File: src/hdl/assert_macros.svh
// Assertion macros of the navigation history RTL, used by the sequencer.
`ifndef ASSERT_MACROS_SVH
`define ASSERT_MACROS_SVH

// The property must hold at every clock edge outside reset.
`define BNH_ASSERT(label, clk, rst_n, prop, msg) \
    label: assert property (@(posedge clk) disable iff (!rst_n) (prop)) \
        else $error(msg);

// The condition must never be seen at a clock edge outside reset.
`define BNH_ASSERT_NEVER(label, clk, rst_n, cond, msg) \
    label: assert property (@(posedge clk) disable iff (!rst_n) !(cond)) \
        else $error(msg);

`endif

File: src/hdl/bnh_pkg.sv
// Package with the constants and request codes of the navigation history.
package bnh_pkg;

    localparam int BNH_DEPTH    = 16;
    localparam int BNH_ID_WIDTH = 32;

    // Width of entry counts, the cursor and the limit register.
    localparam int CNT_W = 5;
    localparam int REQ_W = 3;

    localparam logic [CNT_W-1:0] MAX_LENGTH_RESET = 5'd16;

    localparam logic [REQ_W-1:0] REQ_PUSH    = 3'd0;
    localparam logic [REQ_W-1:0] REQ_BACK    = 3'd1;
    localparam logic [REQ_W-1:0] REQ_FORWARD = 3'd2;
    localparam logic [REQ_W-1:0] REQ_REMOVE  = 3'd3;
    localparam logic [REQ_W-1:0] REQ_CLEAR   = 3'd4;

endpackage

File: src/hdl/bnh_if.sv
// Request and response channel interfaces of the navigation history.
interface bnh_req_if
    import bnh_pkg::*;
#(
    parameter int ID_WIDTH = BNH_ID_WIDTH
) ();
    logic                valid;
    logic                ready;
    logic [REQ_W-1:0]    req_type;
    logic [ID_WIDTH-1:0] ident;
    logic                ident_valid;

    modport source (output valid, req_type, ident, ident_valid, input ready);
    modport sink   (input valid, req_type, ident, ident_valid, output ready);
endinterface

interface bnh_rsp_if
    import bnh_pkg::*;
#(
    parameter int ID_WIDTH = BNH_ID_WIDTH
) ();
    logic                valid;
    logic                ready;
    logic [ID_WIDTH-1:0] current_ident;
    logic                current_valid;
    logic                selection_changed;
    logic                history_updated;
    logic                back_available;
    logic                forward_available;
    logic [CNT_W-1:0]    entry_count;

    modport source (
        output valid, current_ident, current_valid, selection_changed,
               history_updated, back_available, forward_available, entry_count,
        input  ready
    );
    modport sink (
        input  valid, current_ident, current_valid, selection_changed,
               history_updated, back_available, forward_available, entry_count,
        output ready
    );
endinterface

File: src/hdl/bnh_store.sv
// Entry memory of the history: one write port and one registered read port.
module bnh_store
    import bnh_pkg::*;
#(
    parameter int DEPTH    = BNH_DEPTH,
    parameter int ID_WIDTH = BNH_ID_WIDTH,
    localparam int AW      = $clog2(DEPTH)
) (
    input  logic                i_clk,
    input  logic                i_rd_en,
    input  logic [AW-1:0]       i_rd_addr,
    output logic [ID_WIDTH-1:0] o_rd_data,
    input  logic                i_wr_en,
    input  logic [AW-1:0]       i_wr_addr,
    input  logic [ID_WIDTH-1:0] i_wr_data
);

    logic [ID_WIDTH-1:0] r_mem [DEPTH];
    logic [ID_WIDTH-1:0] r_rd_data;

    always_ff @(posedge i_clk) begin
        if (i_wr_en) begin
            r_mem[i_wr_addr] <= i_wr_data;
        end
    end

    // Read data holds until the next read, so a stalled result keeps it.
    always_ff @(posedge i_clk) begin
        if (i_rd_en) begin
            r_rd_data <= r_mem[i_rd_addr];
        end
    end

    assign o_rd_data = r_rd_data;

endmodule

File: src/hdl/bnh_ctrl.sv
// Sequencer of the history: request decode, copy/compact loop and result register.
`include "assert_macros.svh"

module bnh_ctrl
    import bnh_pkg::*;
#(
    parameter int DEPTH    = BNH_DEPTH,
    parameter int ID_WIDTH = BNH_ID_WIDTH,
    localparam int AW      = $clog2(DEPTH)
) (
    input  logic                i_clk,
    input  logic                i_rst_n,
    input  logic [CNT_W-1:0]    i_max_length,
    bnh_req_if.sink             i_req,
    bnh_rsp_if.source           o_rsp,
    output logic                o_mem_rd_en,
    output logic [AW-1:0]       o_mem_rd_addr,
    input  logic [ID_WIDTH-1:0] i_mem_rd_data,
    output logic                o_mem_wr_en,
    output logic [AW-1:0]       o_mem_wr_addr,
    output logic [ID_WIDTH-1:0] o_mem_wr_data
);

    localparam int CNT_MAX = (1 << CNT_W) - 1;
    localparam int CAP_INT = (DEPTH < CNT_MAX) ? DEPTH : CNT_MAX;
    localparam logic [CNT_W-1:0] LIM_CAP = CNT_W'(CAP_INT);
    localparam logic [CNT_W-1:0] ONE     = CNT_W'(1);

    localparam logic [3:0] S_IDLE    = 4'd0;
    localparam logic [3:0] S_PCHK_RD = 4'd1;
    localparam logic [3:0] S_PCHK    = 4'd2;
    localparam logic [3:0] S_CP_RD   = 4'd3;
    localparam logic [3:0] S_CP_WR   = 4'd4;
    localparam logic [3:0] S_PWR     = 4'd5;
    localparam logic [3:0] S_RMEND   = 4'd6;
    localparam logic [3:0] S_OUT_RD  = 4'd7;
    localparam logic [3:0] S_DONE    = 4'd8;

    logic [3:0]          r_state, n_state;
    logic [CNT_W-1:0]    r_count, n_count;
    logic [CNT_W-1:0]    r_cursor, n_cursor;
    logic [CNT_W-1:0]    r_rd, n_rd;
    logic [CNT_W-1:0]    r_wr, n_wr;
    logic                r_sel, n_sel;
    logic                r_upd, n_upd;
    logic                r_rm, n_rm;
    logic [ID_WIDTH-1:0] r_id, n_id;
    logic                r_idv, n_idv;

    logic                r_out_valid, n_out_valid;
    logic [ID_WIDTH-1:0] r_out_ident;
    logic                r_out_cur, r_out_sel, r_out_upd, r_out_back, r_out_fwd;
    logic [CNT_W-1:0]    r_out_count;

    logic             has_cur, can_back, can_fwd;
    logic [CNT_W-1:0] lim, drop;
    logic             id_match;
    logic             load;
    logic             accept;

    assign has_cur  = (r_cursor != '0) && (r_cursor <= r_count);
    assign can_back = (r_cursor > ONE) && (r_cursor <= r_count);
    assign can_fwd  = (r_cursor != '0) && (r_cursor < r_count);

    // Effective limit and the number of oldest entries a push pushes out.
    assign lim  = (i_max_length < LIM_CAP) ? i_max_length : LIM_CAP;
    assign drop = (r_cursor >= lim) ? (r_cursor - lim + ONE) : '0;

    // The one comparator, shared by the repeat check and the remove scan.
    assign id_match = (i_mem_rd_data == r_id);

    assign i_req.ready = (r_state == S_IDLE);
    assign accept      = i_req.valid && i_req.ready;
    assign load        = (r_state == S_DONE) && (!r_out_valid || o_rsp.ready);

    always_comb begin
        n_state       = r_state;
        n_count       = r_count;
        n_cursor      = r_cursor;
        n_rd          = r_rd;
        n_wr          = r_wr;
        n_sel         = r_sel;
        n_upd         = r_upd;
        n_rm          = r_rm;
        n_id          = r_id;
        n_idv         = r_idv;
        o_mem_rd_en   = 1'b0;
        o_mem_rd_addr = AW'(r_rd);
        o_mem_wr_en   = 1'b0;
        o_mem_wr_addr = AW'(r_wr);
        o_mem_wr_data = i_mem_rd_data;

        case (r_state)
            S_IDLE: begin
                if (accept) begin
                    n_id    = i_req.ident;
                    n_idv   = i_req.ident_valid;
                    n_rm    = (i_req.req_type == REQ_REMOVE);
                    n_sel   = 1'b0;
                    n_upd   = 1'b0;
                    n_state = S_OUT_RD;
                    case (i_req.req_type)
                        REQ_PUSH: begin
                            if (i_req.ident_valid) begin
                                if (has_cur) begin
                                    n_state = S_PCHK_RD;
                                end else if (lim == '0) begin
                                    n_count  = '0;
                                    n_cursor = '0;
                                    n_upd    = 1'b1;
                                end else begin
                                    n_rd    = drop;
                                    n_wr    = '0;
                                    n_state = (drop < r_cursor) ? S_CP_RD : S_PWR;
                                end
                            end
                        end
                        REQ_BACK: begin
                            if (can_back) begin
                                n_cursor = r_cursor - ONE;
                                n_sel    = 1'b1;
                                n_upd    = 1'b1;
                            end
                        end
                        REQ_FORWARD: begin
                            if (can_fwd) begin
                                n_cursor = r_cursor + ONE;
                                n_sel    = 1'b1;
                                n_upd    = 1'b1;
                            end
                        end
                        REQ_REMOVE: begin
                            n_rd    = '0;
                            n_wr    = '0;
                            n_sel   = 1'b1;
                            n_upd   = 1'b1;
                            n_state = (r_count != '0) ? S_CP_RD : S_RMEND;
                        end
                        REQ_CLEAR: begin
                            n_upd    = (r_count != '0) || (r_cursor != '0);
                            n_count  = '0;
                            n_cursor = '0;
                        end
                        default: begin
                        end
                    endcase
                end
            end
            S_PCHK_RD: begin
                o_mem_rd_en   = 1'b1;
                o_mem_rd_addr = AW'(r_cursor - ONE);
                n_state       = S_PCHK;
            end
            S_PCHK: begin
                if (id_match) begin
                    n_state = S_OUT_RD;
                end else if (lim == '0) begin
                    n_count  = '0;
                    n_cursor = '0;
                    n_upd    = 1'b1;
                    n_state  = S_OUT_RD;
                end else begin
                    n_rd    = drop;
                    n_wr    = '0;
                    n_state = (drop < r_cursor) ? S_CP_RD : S_PWR;
                end
            end
            S_CP_RD: begin
                o_mem_rd_en = 1'b1;
                n_state     = S_CP_WR;
            end
            S_CP_WR: begin
                n_rd = r_rd + ONE;
                if (r_rm) begin
                    if (r_idv && id_match) begin
                        // A removed entry below the cursor pulls the cursor back.
                        if (r_wr < r_cursor) begin
                            n_cursor = r_cursor - ONE;
                        end
                    end else begin
                        o_mem_wr_en = 1'b1;
                        n_wr        = r_wr + ONE;
                    end
                    n_state = (n_rd < r_count) ? S_CP_RD : S_RMEND;
                end else begin
                    o_mem_wr_en = 1'b1;
                    n_wr        = r_wr + ONE;
                    n_state     = (n_rd < r_cursor) ? S_CP_RD : S_PWR;
                end
            end
            S_PWR: begin
                o_mem_wr_en   = 1'b1;
                o_mem_wr_data = r_id;
                n_cursor      = r_wr + ONE;
                n_count       = r_wr + ONE;
                n_upd         = 1'b1;
                n_state       = S_OUT_RD;
            end
            S_RMEND: begin
                n_count  = r_wr;
                n_cursor = (r_cursor > r_wr) ? r_wr : r_cursor;
                n_state  = S_OUT_RD;
            end
            S_OUT_RD: begin
                o_mem_rd_en   = has_cur;
                o_mem_rd_addr = AW'(r_cursor - ONE);
                n_state       = S_DONE;
            end
            S_DONE: begin
                if (load) begin
                    n_state = S_IDLE;
                end
            end
            default: begin
                n_state = S_IDLE;
            end
        endcase
    end

    always_comb begin
        n_out_valid = r_out_valid;
        if (load) begin
            n_out_valid = 1'b1;
        end else if (o_rsp.ready) begin
            n_out_valid = 1'b0;
        end
    end

    always_ff @(posedge i_clk) begin
        if (!i_rst_n) begin
            r_state     <= S_IDLE;
            r_count     <= '0;
            r_cursor    <= '0;
            r_out_valid <= 1'b0;
        end else begin
            r_state     <= n_state;
            r_count     <= n_count;
            r_cursor    <= n_cursor;
            r_out_valid <= n_out_valid;
        end
    end

    always_ff @(posedge i_clk) begin
        r_rd  <= n_rd;
        r_wr  <= n_wr;
        r_sel <= n_sel;
        r_upd <= n_upd;
        r_rm  <= n_rm;
        r_id  <= n_id;
        r_idv <= n_idv;
        if (load) begin
            r_out_ident <= has_cur ? i_mem_rd_data : '0;
            r_out_cur   <= has_cur;
            r_out_sel   <= r_sel;
            r_out_upd   <= r_upd;
            r_out_back  <= can_back;
            r_out_fwd   <= can_fwd;
            r_out_count <= r_count;
        end
    end

    assign o_rsp.valid             = r_out_valid;
    assign o_rsp.current_ident     = r_out_ident;
    assign o_rsp.current_valid     = r_out_cur;
    assign o_rsp.selection_changed = r_out_sel;
    assign o_rsp.history_updated   = r_out_upd;
    assign o_rsp.back_available    = r_out_back;
    assign o_rsp.forward_available = r_out_fwd;
    assign o_rsp.entry_count       = r_out_count;

    `BNH_ASSERT(a_cursor_in_range, i_clk, i_rst_n, r_cursor <= r_count, "cursor beyond count")
    `BNH_ASSERT_NEVER(a_count_cap, i_clk, i_rst_n, r_count > LIM_CAP, "count above capacity")
    `BNH_ASSERT(a_copy_order, i_clk, i_rst_n, (r_state == S_CP_WR) |-> (r_wr <= r_rd), "write ahead of read")
    `BNH_ASSERT(a_busy_after_accept, i_clk, i_rst_n, accept |=> !i_req.ready, "ready after accept")
    `BNH_ASSERT(a_load_shows, i_clk, i_rst_n, load |=> r_out_valid, "result not shown")

endmodule

File: src/hdl/bounded_navigation_history.sv
// Top level of the bounded back/forward navigation history.
//
//   channel  dir  handshake             content
//   i_req    in   valid/ready           req_type, ident, ident_valid
//   o_rsp    out  valid/ready           current selection, flags, entry_count
//   cfg      in   i_cfg_we, no ready    max_length (5 bits)
//
// One request is worked at a time; i_req.ready is high only while the sequencer idles.
// Back, forward, clear, unknown codes and invalid pushes go from idle straight to the
// result read. A valid push first reads the current entry, if there is one, for the
// repeat check; a repeat ends there, a zero limit clears the history, and otherwise the
// kept entries are copied down and the new one written. A remove scans every entry
// through the one memory read port. A result waiting in the output register does not
// stall the next request until that request is ready to show its own result.
// Reset is synchronous, active low; the entry memory is not cleared.
module bounded_navigation_history
    import bnh_pkg::*;
#(
    parameter int DEPTH    = BNH_DEPTH,
    parameter int ID_WIDTH = BNH_ID_WIDTH,
    localparam int AW      = $clog2(DEPTH)
) (
    input  logic             i_clk,
    input  logic             i_rst_n,
    input  logic             i_cfg_we,
    input  logic [CNT_W-1:0] i_cfg_wdata,
    bnh_req_if.sink          i_req,
    bnh_rsp_if.source        o_rsp
);

    logic [CNT_W-1:0]    r_max_length;
    logic                mem_rd_en;
    logic [AW-1:0]       mem_rd_addr;
    logic [ID_WIDTH-1:0] mem_rd_data;
    logic                mem_wr_en;
    logic [AW-1:0]       mem_wr_addr;
    logic [ID_WIDTH-1:0] mem_wr_data;

    always_ff @(posedge i_clk) begin
        if (!i_rst_n) begin
            r_max_length <= MAX_LENGTH_RESET;
        end else if (i_cfg_we) begin
            r_max_length <= i_cfg_wdata;
        end
    end

    bnh_ctrl #(
        .DEPTH    (DEPTH),
        .ID_WIDTH (ID_WIDTH)
    ) u_ctrl (
        .i_clk         (i_clk),
        .i_rst_n       (i_rst_n),
        .i_max_length  (r_max_length),
        .i_req         (i_req),
        .o_rsp         (o_rsp),
        .o_mem_rd_en   (mem_rd_en),
        .o_mem_rd_addr (mem_rd_addr),
        .i_mem_rd_data (mem_rd_data),
        .o_mem_wr_en   (mem_wr_en),
        .o_mem_wr_addr (mem_wr_addr),
        .o_mem_wr_data (mem_wr_data)
    );

    bnh_store #(
        .DEPTH    (DEPTH),
        .ID_WIDTH (ID_WIDTH)
    ) u_store (
        .i_clk     (i_clk),
        .i_rd_en   (mem_rd_en),
        .i_rd_addr (mem_rd_addr),
        .o_rd_data (mem_rd_data),
        .i_wr_en   (mem_wr_en),
        .i_wr_addr (mem_wr_addr),
        .i_wr_data (mem_wr_data)
    );

endmodule
File: src/flat_wrapper.sv
// flat-port wrapper written by rule: the top's interface ports become plain ports
module bounded_navigation_history_flat import bnh_pkg::*;
#(
    parameter int DEPTH    = BNH_DEPTH,
    parameter int ID_WIDTH = BNH_ID_WIDTH,
    localparam int AW      = $clog2(DEPTH)
)
  (i_clk, i_rst_n, i_cfg_we, i_cfg_wdata, i_req_valid, i_req_req_type, i_req_ident, i_req_ident_valid, i_req_ready, o_rsp_valid, o_rsp_current_ident, o_rsp_current_valid, o_rsp_selection_changed, o_rsp_history_updated, o_rsp_back_available, o_rsp_forward_available, o_rsp_entry_count, o_rsp_ready);
  bnh_req_if #(.ID_WIDTH(ID_WIDTH)) i_req_i ();
  bnh_rsp_if #(.ID_WIDTH(ID_WIDTH)) o_rsp_i ();
  input  logic i_clk;
  input  logic i_rst_n;
  input  logic i_cfg_we;
  input  logic [CNT_W-1:0] i_cfg_wdata;
  input wire logic [$bits(i_req_i.valid)-1:0] i_req_valid;
  input wire logic [$bits(i_req_i.req_type)-1:0] i_req_req_type;
  input wire logic [$bits(i_req_i.ident)-1:0] i_req_ident;
  input wire logic [$bits(i_req_i.ident_valid)-1:0] i_req_ident_valid;
  output wire logic [$bits(i_req_i.ready)-1:0] i_req_ready;
  output wire logic [$bits(o_rsp_i.valid)-1:0] o_rsp_valid;
  output wire logic [$bits(o_rsp_i.current_ident)-1:0] o_rsp_current_ident;
  output wire logic [$bits(o_rsp_i.current_valid)-1:0] o_rsp_current_valid;
  output wire logic [$bits(o_rsp_i.selection_changed)-1:0] o_rsp_selection_changed;
  output wire logic [$bits(o_rsp_i.history_updated)-1:0] o_rsp_history_updated;
  output wire logic [$bits(o_rsp_i.back_available)-1:0] o_rsp_back_available;
  output wire logic [$bits(o_rsp_i.forward_available)-1:0] o_rsp_forward_available;
  output wire logic [$bits(o_rsp_i.entry_count)-1:0] o_rsp_entry_count;
  input wire logic [$bits(o_rsp_i.ready)-1:0] o_rsp_ready;
  assign i_req_i.valid = i_req_valid;
  assign i_req_i.req_type = i_req_req_type;
  assign i_req_i.ident = i_req_ident;
  assign i_req_i.ident_valid = i_req_ident_valid;
  assign i_req_ready = i_req_i.ready;
  assign o_rsp_valid = o_rsp_i.valid;
  assign o_rsp_current_ident = o_rsp_i.current_ident;
  assign o_rsp_current_valid = o_rsp_i.current_valid;
  assign o_rsp_selection_changed = o_rsp_i.selection_changed;
  assign o_rsp_history_updated = o_rsp_i.history_updated;
  assign o_rsp_back_available = o_rsp_i.back_available;
  assign o_rsp_forward_available = o_rsp_i.forward_available;
  assign o_rsp_entry_count = o_rsp_i.entry_count;
  assign o_rsp_i.ready = o_rsp_ready;
  bounded_navigation_history #(.DEPTH(DEPTH), .ID_WIDTH(ID_WIDTH)) u_core (.i_clk(i_clk), .i_rst_n(i_rst_n), .i_cfg_we(i_cfg_we), .i_cfg_wdata(i_cfg_wdata), .i_req(i_req_i), .o_rsp(o_rsp_i));
endmodule
File: config.mk
export PLATFORM = sky130hd
export DESIGN_NAME = bounded_navigation_history_flat
export DESIGN_NICKNAME = d
export VERILOG_FILES = /design/src/hdl/bnh_pkg.sv /design/src/hdl/bnh_if.sv /design/src/hdl/bnh_store.sv /design/src/hdl/bnh_ctrl.sv /design/src/hdl/bounded_navigation_history.sv /design/src/flat_wrapper.sv
export VERILOG_INCLUDE_DIRS = /design/src /design/src/hdl
export SDC_FILE = /design/constraint.sdc
export NUM_CORES = 1
export LEC_CHECK = 0
export BUFFER_PORTS_ARGS = -buffer_cell sky130_fd_sc_hd__buf_2
export CAP_MARGIN = 5
export CORE_MARGIN = 2
export CORE_UTILIZATION = 60
export CTS_CLUSTER_DIAMETER = 40
export CTS_CLUSTER_SIZE = 14
export DETAILED_ROUTE_END_ITERATION = 6
export HOLD_SLACK_MARGIN = 0.15
export PLACE_DENSITY_LB_ADDON = 0.15
export SETUP_SLACK_MARGIN = 0.02
export SLEW_MARGIN = 10
export SYNTH_ARGS = -nofsm -noshare
export SYNTH_HDL_FRONTEND = slang
export SYNTH_HIERARCHICAL = 1
export SYNTH_SLANG_ARGS = --single-unit
File: constraint.sdc
create_clock -name i_clk -period 5 [get_ports i_clk]
set_input_delay 0.5 -clock i_clk [delete_from_list [all_inputs] [get_ports i_clk]]
set_output_delay 0.5 -clock i_clk [all_outputs]
set_load 0.02 [all_outputs]
# ---- Word-level counts from Yosys, hierarchy flattened
# Memories as Yosys holds them, arrays and structs flattened. A register that Yosys moved wholly into a read port is not among the register bits.
# Index checks and enable logic that the tools add are counted.
# Widths: inputs -> output; s select.
dict set report totals {
  word_cells 166
  input_bits 46
  ram_bits 512
  memories 1
  register_bits 108
}
dict set report op_classes {
  n_reduce_logical 29
  n_lt_le_gt_ge 10
  addsub 6
  muxes 72
  eq_ne 29
}
# name depth word_bits read_ports rd_clocked_by_memory_dff write_ports line_no
set memory_table {}
lappend memory_table {u_core.u_store.r_mem 16 32 1 1 1 bnh_store.sv:18} ;# logic [ID_WIDTH-1:0] r_mem [DEPTH];
# op count
set ops {}
lappend ops {{$mux 5} 30}
lappend ops {{$pmux 5 s4} 2}
lappend ops {{$eq 32x32->1} 1}
lappend ops {{$mux 32} 1}
lappend ops {{$pmux 4 s8} 1}
lappend ops {{$pmux 5 s2} 3}
lappend ops {{$pmux 5 s3} 2}
lappend ops {{$lt 5x5->1} 5}
lappend ops {{$pmux 5 s5} 1}
lappend ops {{$mux 3} 8}
lappend ops {{$add 5x1->5 const B} 4}
lappend ops {{$eq 4x3->1 const B} 4}
lappend ops {{$mux 4} 4}
lappend ops {{$ne 3x3->1 const B} 5}
lappend ops {{$reduce_bool 5->1} 3}
lappend ops {{$mux 1} 14}
lappend ops {{$ne 2x2->1 const B} 7}
lappend ops {{$reduce_and 12->1} 1}
lappend ops {{$reduce_and 6->1} 2}
lappend ops {{$eq 4x2->1 const B} 2}
lappend ops {{$reduce_and 7->1} 1}
lappend ops {{$eq 3x2->1 const B} 2}
lappend ops {{$logic_and 1x1->1} 6}
lappend ops {{$ne 3x1->1 const B} 2}
lappend ops {{28 further kinds} 35}

# ---- Depth between registers and ports, before layout
dict set report logic_depth {
  depth_word 13
  depth_mapped 18
}

# ---- Cells and area by module
# The synthesis kept the hierarchy.
# mod cells_each area_per_inst_um2 instances
set by_module_without_submodules {}
lappend by_module_without_submodules {bnh_store 838 20156.8 1}
lappend by_module_without_submodules {bnh_ctrl 673 6414.9 1}
lappend by_module_without_submodules {bounded_navigation_history 16 190.2 1}

# ---- Worst setup path after synthesis
# No wires, ideal clock.
dict set report synth_timing {
  kind {register -> register}
  from {register u_core.u_ctrl.r_state[2]}
  to {memory u_core/u_store/r_mem[0][0] in the netlist's numbering, enable pin}
  path_stages_with_launch 7
  required_time_ps 4539
  arrival_ps 4048
  setup_time_ps 461
  path_buffers 2
  slack_ps 491
  cell_sequence {dfxtp_1 -> clkbuf_1 -> nor4bb_1 -> buf_2 -> or2_2 -> or3b_2 -> nor3_1}
}
dict set report synth_via {
  elab_chain_cells 4
  word_cells_on_any_way 5
}
# element line_no
set synth_rtl {}
lappend synth_rtl {{start, declared} bnh_ctrl.sv:39} ;# logic [3:0] r_state, n_state;
lappend synth_rtl {{start signal, assigned} bnh_ctrl.sv:236} ;# r_state <= n_state;
lappend synth_rtl {{$eq 4x3->1} bnh_ctrl.sv:93} ;# case (r_state)
lappend synth_rtl {{$pmux 1 s2 (*)} bnh_ctrl.sv:93}
lappend synth_rtl {{net u_core.mem_wr_en} bounded_navigation_history.sv:35} ;# logic mem_wr_en;
lappend synth_rtl {{$mux 1 (*)} bnh_store.sv:22} ;# if (i_wr_en) begin
lappend synth_rtl {{$mux 1 (not written as such) (*)} bnh_store.sv:23} ;# r_mem[i_wr_addr] <= i_wr_data;
lappend synth_rtl {{end, declared} bnh_store.sv:18}
# The timed path passes the listed nets; every way through them passes the cells marked *.

# ---- Worst setup path in the final report
dict set report layout_timing {
  from {register u_core.u_ctrl.r_state[1]}
  to {register u_core.u_store.r_rd_data[10], in the netlist u_core/u_store/o_rd_data[10] (read register of u_core.u_store.r_mem) (data pin)}
}
dict set report layout_via {
  elab_chain_cells 3
  word_cells_on_any_way 7
}
# element line_no
set layout_rtl {}
lappend layout_rtl {{$eq 4x3->1 or $eq 4x1->1 (tied branches)} bnh_ctrl.sv:93}
lappend layout_rtl {{$reduce_or 2->1 (no source line) (*)} -}
lappend layout_rtl {{$mux 4 (*)} -}
lappend layout_rtl {{net u_core.mem_rd_addr[0]} bounded_navigation_history.sv:33} ;# logic [AW-1:0] mem_rd_addr;
lappend layout_rtl {{end, declared} bnh_store.sv:19} ;# logic [ID_WIDTH-1:0] r_rd_data;
# Marked as above.
# A chain may end at the register's enable or synchronous reset.

==> run metrics <==
outcome=finished clean; Setup TNS=0 ns; RSZ-0062 raised after global routing=no; Non-Filler Instances=2353; vias per cell=6.52; Fin. Hold Viols=0; internal power=0.0139 W; final hold slack=0.177 ns; Clock transition at path regs=0.06 ns; R2R Path End=u_core/u_store/o_rd_data[10]; worst hold path class=in -> reg; final wirelength=67800 um; VDD IR-drop max=0.000467 V; CP Data Arrival Time=4.45 ns; vias in the first global route=15300; worst r2r path cells=8; slew margin rel.=0.256; total core area=44100 um2; final net count=1782; Clock Power Share=0.267; CP max stage delay=0.75 ns; Core Util, Final=0.707; DRC violations left=0; distinct cell type count after synthesis=70; placed insts=2174; period utilization=0.826; synthesis-stage register bit count=652; synthesized instance count=1527; Total GRT Usage=0.299; Pwr Total=0.0214 W; TritonCTS clock tree=done; initial antenna violation count=2; most used cell, CP=nand2_1; leakage power=10.7 nW; largest net degree at the start of global routing=100; top_reg_cell synth=edfxtp_1; asr flop ratio synth=0; Final setup viols=0; Startpoint Class=flip-flop; Fmax=0.242 GHz; CP Cell Sequence=inv_1 -> nand2_1 -> a21oi_1 -> mux2_8 -> buf_12 -> mux4_2 -> a22oi_1 -> nand2_1; clk buf depth=3; remaining global-route overflow=0; sw power=0.00752 W; DR vias=15300; DRT Pass-1 Iters=6; gp weighted congestion=0.955; critical path's slowest cell=a21oi_1; DPL Wire Length=38900 um; Worst-Skew Late Latency=0.61 ns; chip width=215 um; Worst Path Max Fanout=48; Die Y=215 um; Combinational Power Share=0.359; Cell Rows=77; synth warn=6; Post-synth EDFFs=632; IO Pins=90; Initial DRC Count=1975; syn avg cell area=17.5 um2; MaxCap Viol Count=0; hold path depth=3; CTS Sinks=652; Mapped Area=26800 um2; TritonCTS Buffers=79; area delta synth->final=16.5%; Die Footprint=46300 um2; H-tree levels=3; fraction of layout instances using a drive strength above 1=0.244; first-pass GRT wire length=100000 um; worst endpoint required time=5.32 ns; Sw Ratio=0.352; CTS-repair resized insts=0; final setup skew=0.0194 ns; wire per inst=28.8 um; end point of the worst hold path=u_core/r_max_length[1]; fin crit period=4.13 ns; antenna-violating nets left=0; r2r startpoint=u_core/u_ctrl/r_state[1]; I/O Buffers=89; post-CTS setup buffer count=0; Worst Max-Slew Pin Slew=1.11 ns; Seq/Total Area, Yosys=0.724; Root Driver=clkbuf_16; worst reg-to-reg setup slack=0.87 ns; WS Path Type=reg -> reg; pwr dens=686 nW/um2; HP Start=i_cfg_wdata[1]; Initial Util=0.607; Crit. End Element=flip-flop; syn_nets=1612; max-slew violations=0; Flop pwr share=0.374
==> logic make-up (layout without fill, tap and decap cells) <==
group,Yosys count,count (layout),share of synthesized area
other cells,0,1,0
buf+inv,107,340,0.0184
compound gates,203,203,0.0523
xor+xnor,43,43,0.0141
simple gates,346,346,0.0612
mux,137,137,0.111
fa+ha+maj,39,39,0.0188
flops,652,652,0.724
==> cells in the mapped netlist, types with 6 or more instances <==
library cell	count	area [um2]
xor2_1	36	315
a22oi_1	66	495
nor2_1	47	176
buf_1	13	48.8
nand3_1	16	80.1
edfxtp_1	632	19000
buf_2	10	50.1
o21a_1	6	45.0
o21ai_0	29	145
mux4_2	128	2880
ha_1	37	463
inv_1	31	116
clkbuf_1	36	135
nor3_1	14	70.1
nor2b_1	19	119
o22ai_1	7	43.8
nor4_1	8	50.1
buf_4	13	97.6
a21oi_1	32	160
xnor2_1	7	61.3
mux2i_1	8	80.1
nand2_1	169	634
and2_1	34	213
a31oi_1	9	56.3
dfxtp_1	20	400
nand2b_1	7	43.8
==> sequential cells by signal, summed over array words and instances, names as in the netlist, 4 cells and up <==
| name | cells |
|---|---|
| u_core/u_ctrl/r_count | 5 |
| u_core/u_ctrl/o_rsp.current_ident | 32 |
| u_core/r_max_length | 5 |
| u_core/u_ctrl/r_wr | 5 |
| u_core/u_ctrl/r_state | 4 |
| u_core/u_ctrl/r_id | 32 |
| u_core/u_ctrl/o_rsp.entry_count | 5 |
| u_core/u_store/o_rd_data | 32 |
| u_core/u_ctrl/r_cursor | 5 |
| u_core/u_ctrl/r_rd | 5 |
| u_core/u_store/r_mem | 512 |
==> cells in the final DEF, fill, tap and decap left out, types with 6 or more instances in the layout <==
cell type	Yosys	final
nand2b_1	7	7
inv_1	31	31
xor2_1	36	36
dfxtp_1	20	20
ha_1	37	37
nor2b_1	19	16
buf_12	0	6
xnor2_1	7	7
clkbuf_16	0	82
o21ai_0	29	29
o21a_1	6	6
mux2i_1	8	8
edfxtp_1	632	632
clkinv_2	0	9
nor4_1	8	8
nand3_1	16	15
dlygate4sd3_1	1	34
a22oi_1	66	66
nor2_1	47	33
nand2_1	169	169
a21oi_1	32	30
nor3_1	14	10
inv_6	0	11
and2_1	34	32
bufinv_16	0	7
clkinv_1	0	10
clkinv_4	0	9
buf_4	13	36
buf_2	10	89
nor2_4	1	15
a31oi_1	9	9
mux4_2	128	128
o22ai_1	7	7
==> per-layer routing <==
layer / wire length, um / vias up / share of wire / track usage
met1: 26300 / 7867 / 0.39 / 0.427
met3: 6310 / 126 / 0.093 / 0.0494
met2: 33300 / 920 / 0.49 / 0.478
li1: - / 6420 / - / -
met5: 13 / - / 0.00019 / 0
met4: 1950 / 2 / 0.029 / 0.104
==> what timing repair did <==
item,in CTS,in global routing
hold buffers,33,1
hold endpoints to repair,33,1
endpoints found under the setup margin,0,0
==> worst max path at each step <==
| stage | start | to |
|---|---|---|
| after floorplan | u_core/u_ctrl/r_state[2] | u_core/u_store/r_mem[0][0] |
| after global routing | u_core/u_ctrl/r_state[1] | u_core/u_store/o_rd_data[10] |
| final | u_core/u_ctrl/r_state[1] | u_core/u_store/o_rd_data[10] |
| after global placement | u_core/u_ctrl/r_state[1] | u_core/u_store/o_rd_data[9] |
| after CTS | u_core/u_ctrl/r_state[1] | u_core/u_store/o_rd_data[10] |
| after detailed placement | u_core/u_ctrl/r_state[1] | u_core/u_store/o_rd_data[10] |
==> cell type report <==
class	instances	area (um2)
diodes	1	2.50
clock buffers	87	2070
clock inverters	57	597
fillers	2823	12900
inverters	31	116
multi-input cells	768	7100
flip-flops and latches	652	19400
well taps	592	741
repair buffers	165	1180
==> power by group through the flow <==
stage	logic, W	clock network (W)	registers [W]
floorplan	0.00510	0	0.00798
global placement	0.00749	0	0.00805
detailed placement	0.00758	0	0.00809
CTS	0.00765	0.00579	0.00799
global route	0.00825	0.00600	0.00805
finish	0.00769	0.00571	0.00800
==> worst max-delay path, delay by kind of cell, from the launching register on <==
family / cells / cell delay [ns]
simple gates: 2 / 0.32
mux: 2 / 1.29
flops: 1 / 0.49
buf+inv: 2 / 0.74
compound gates: 2 / 0.97
==> through the flow <==
step	worst slack, ns	instance area [um2]
2_1_floorplan	0.491	26800
3_3_place_gp	0.844	28200
3_5_place_dp	0.871	28200
4_1_cts	0.841	31200
5_1_grt	0.544	31200
6_report	0.871	31200
No activity file was read; power rests on OpenSTA's default activity.
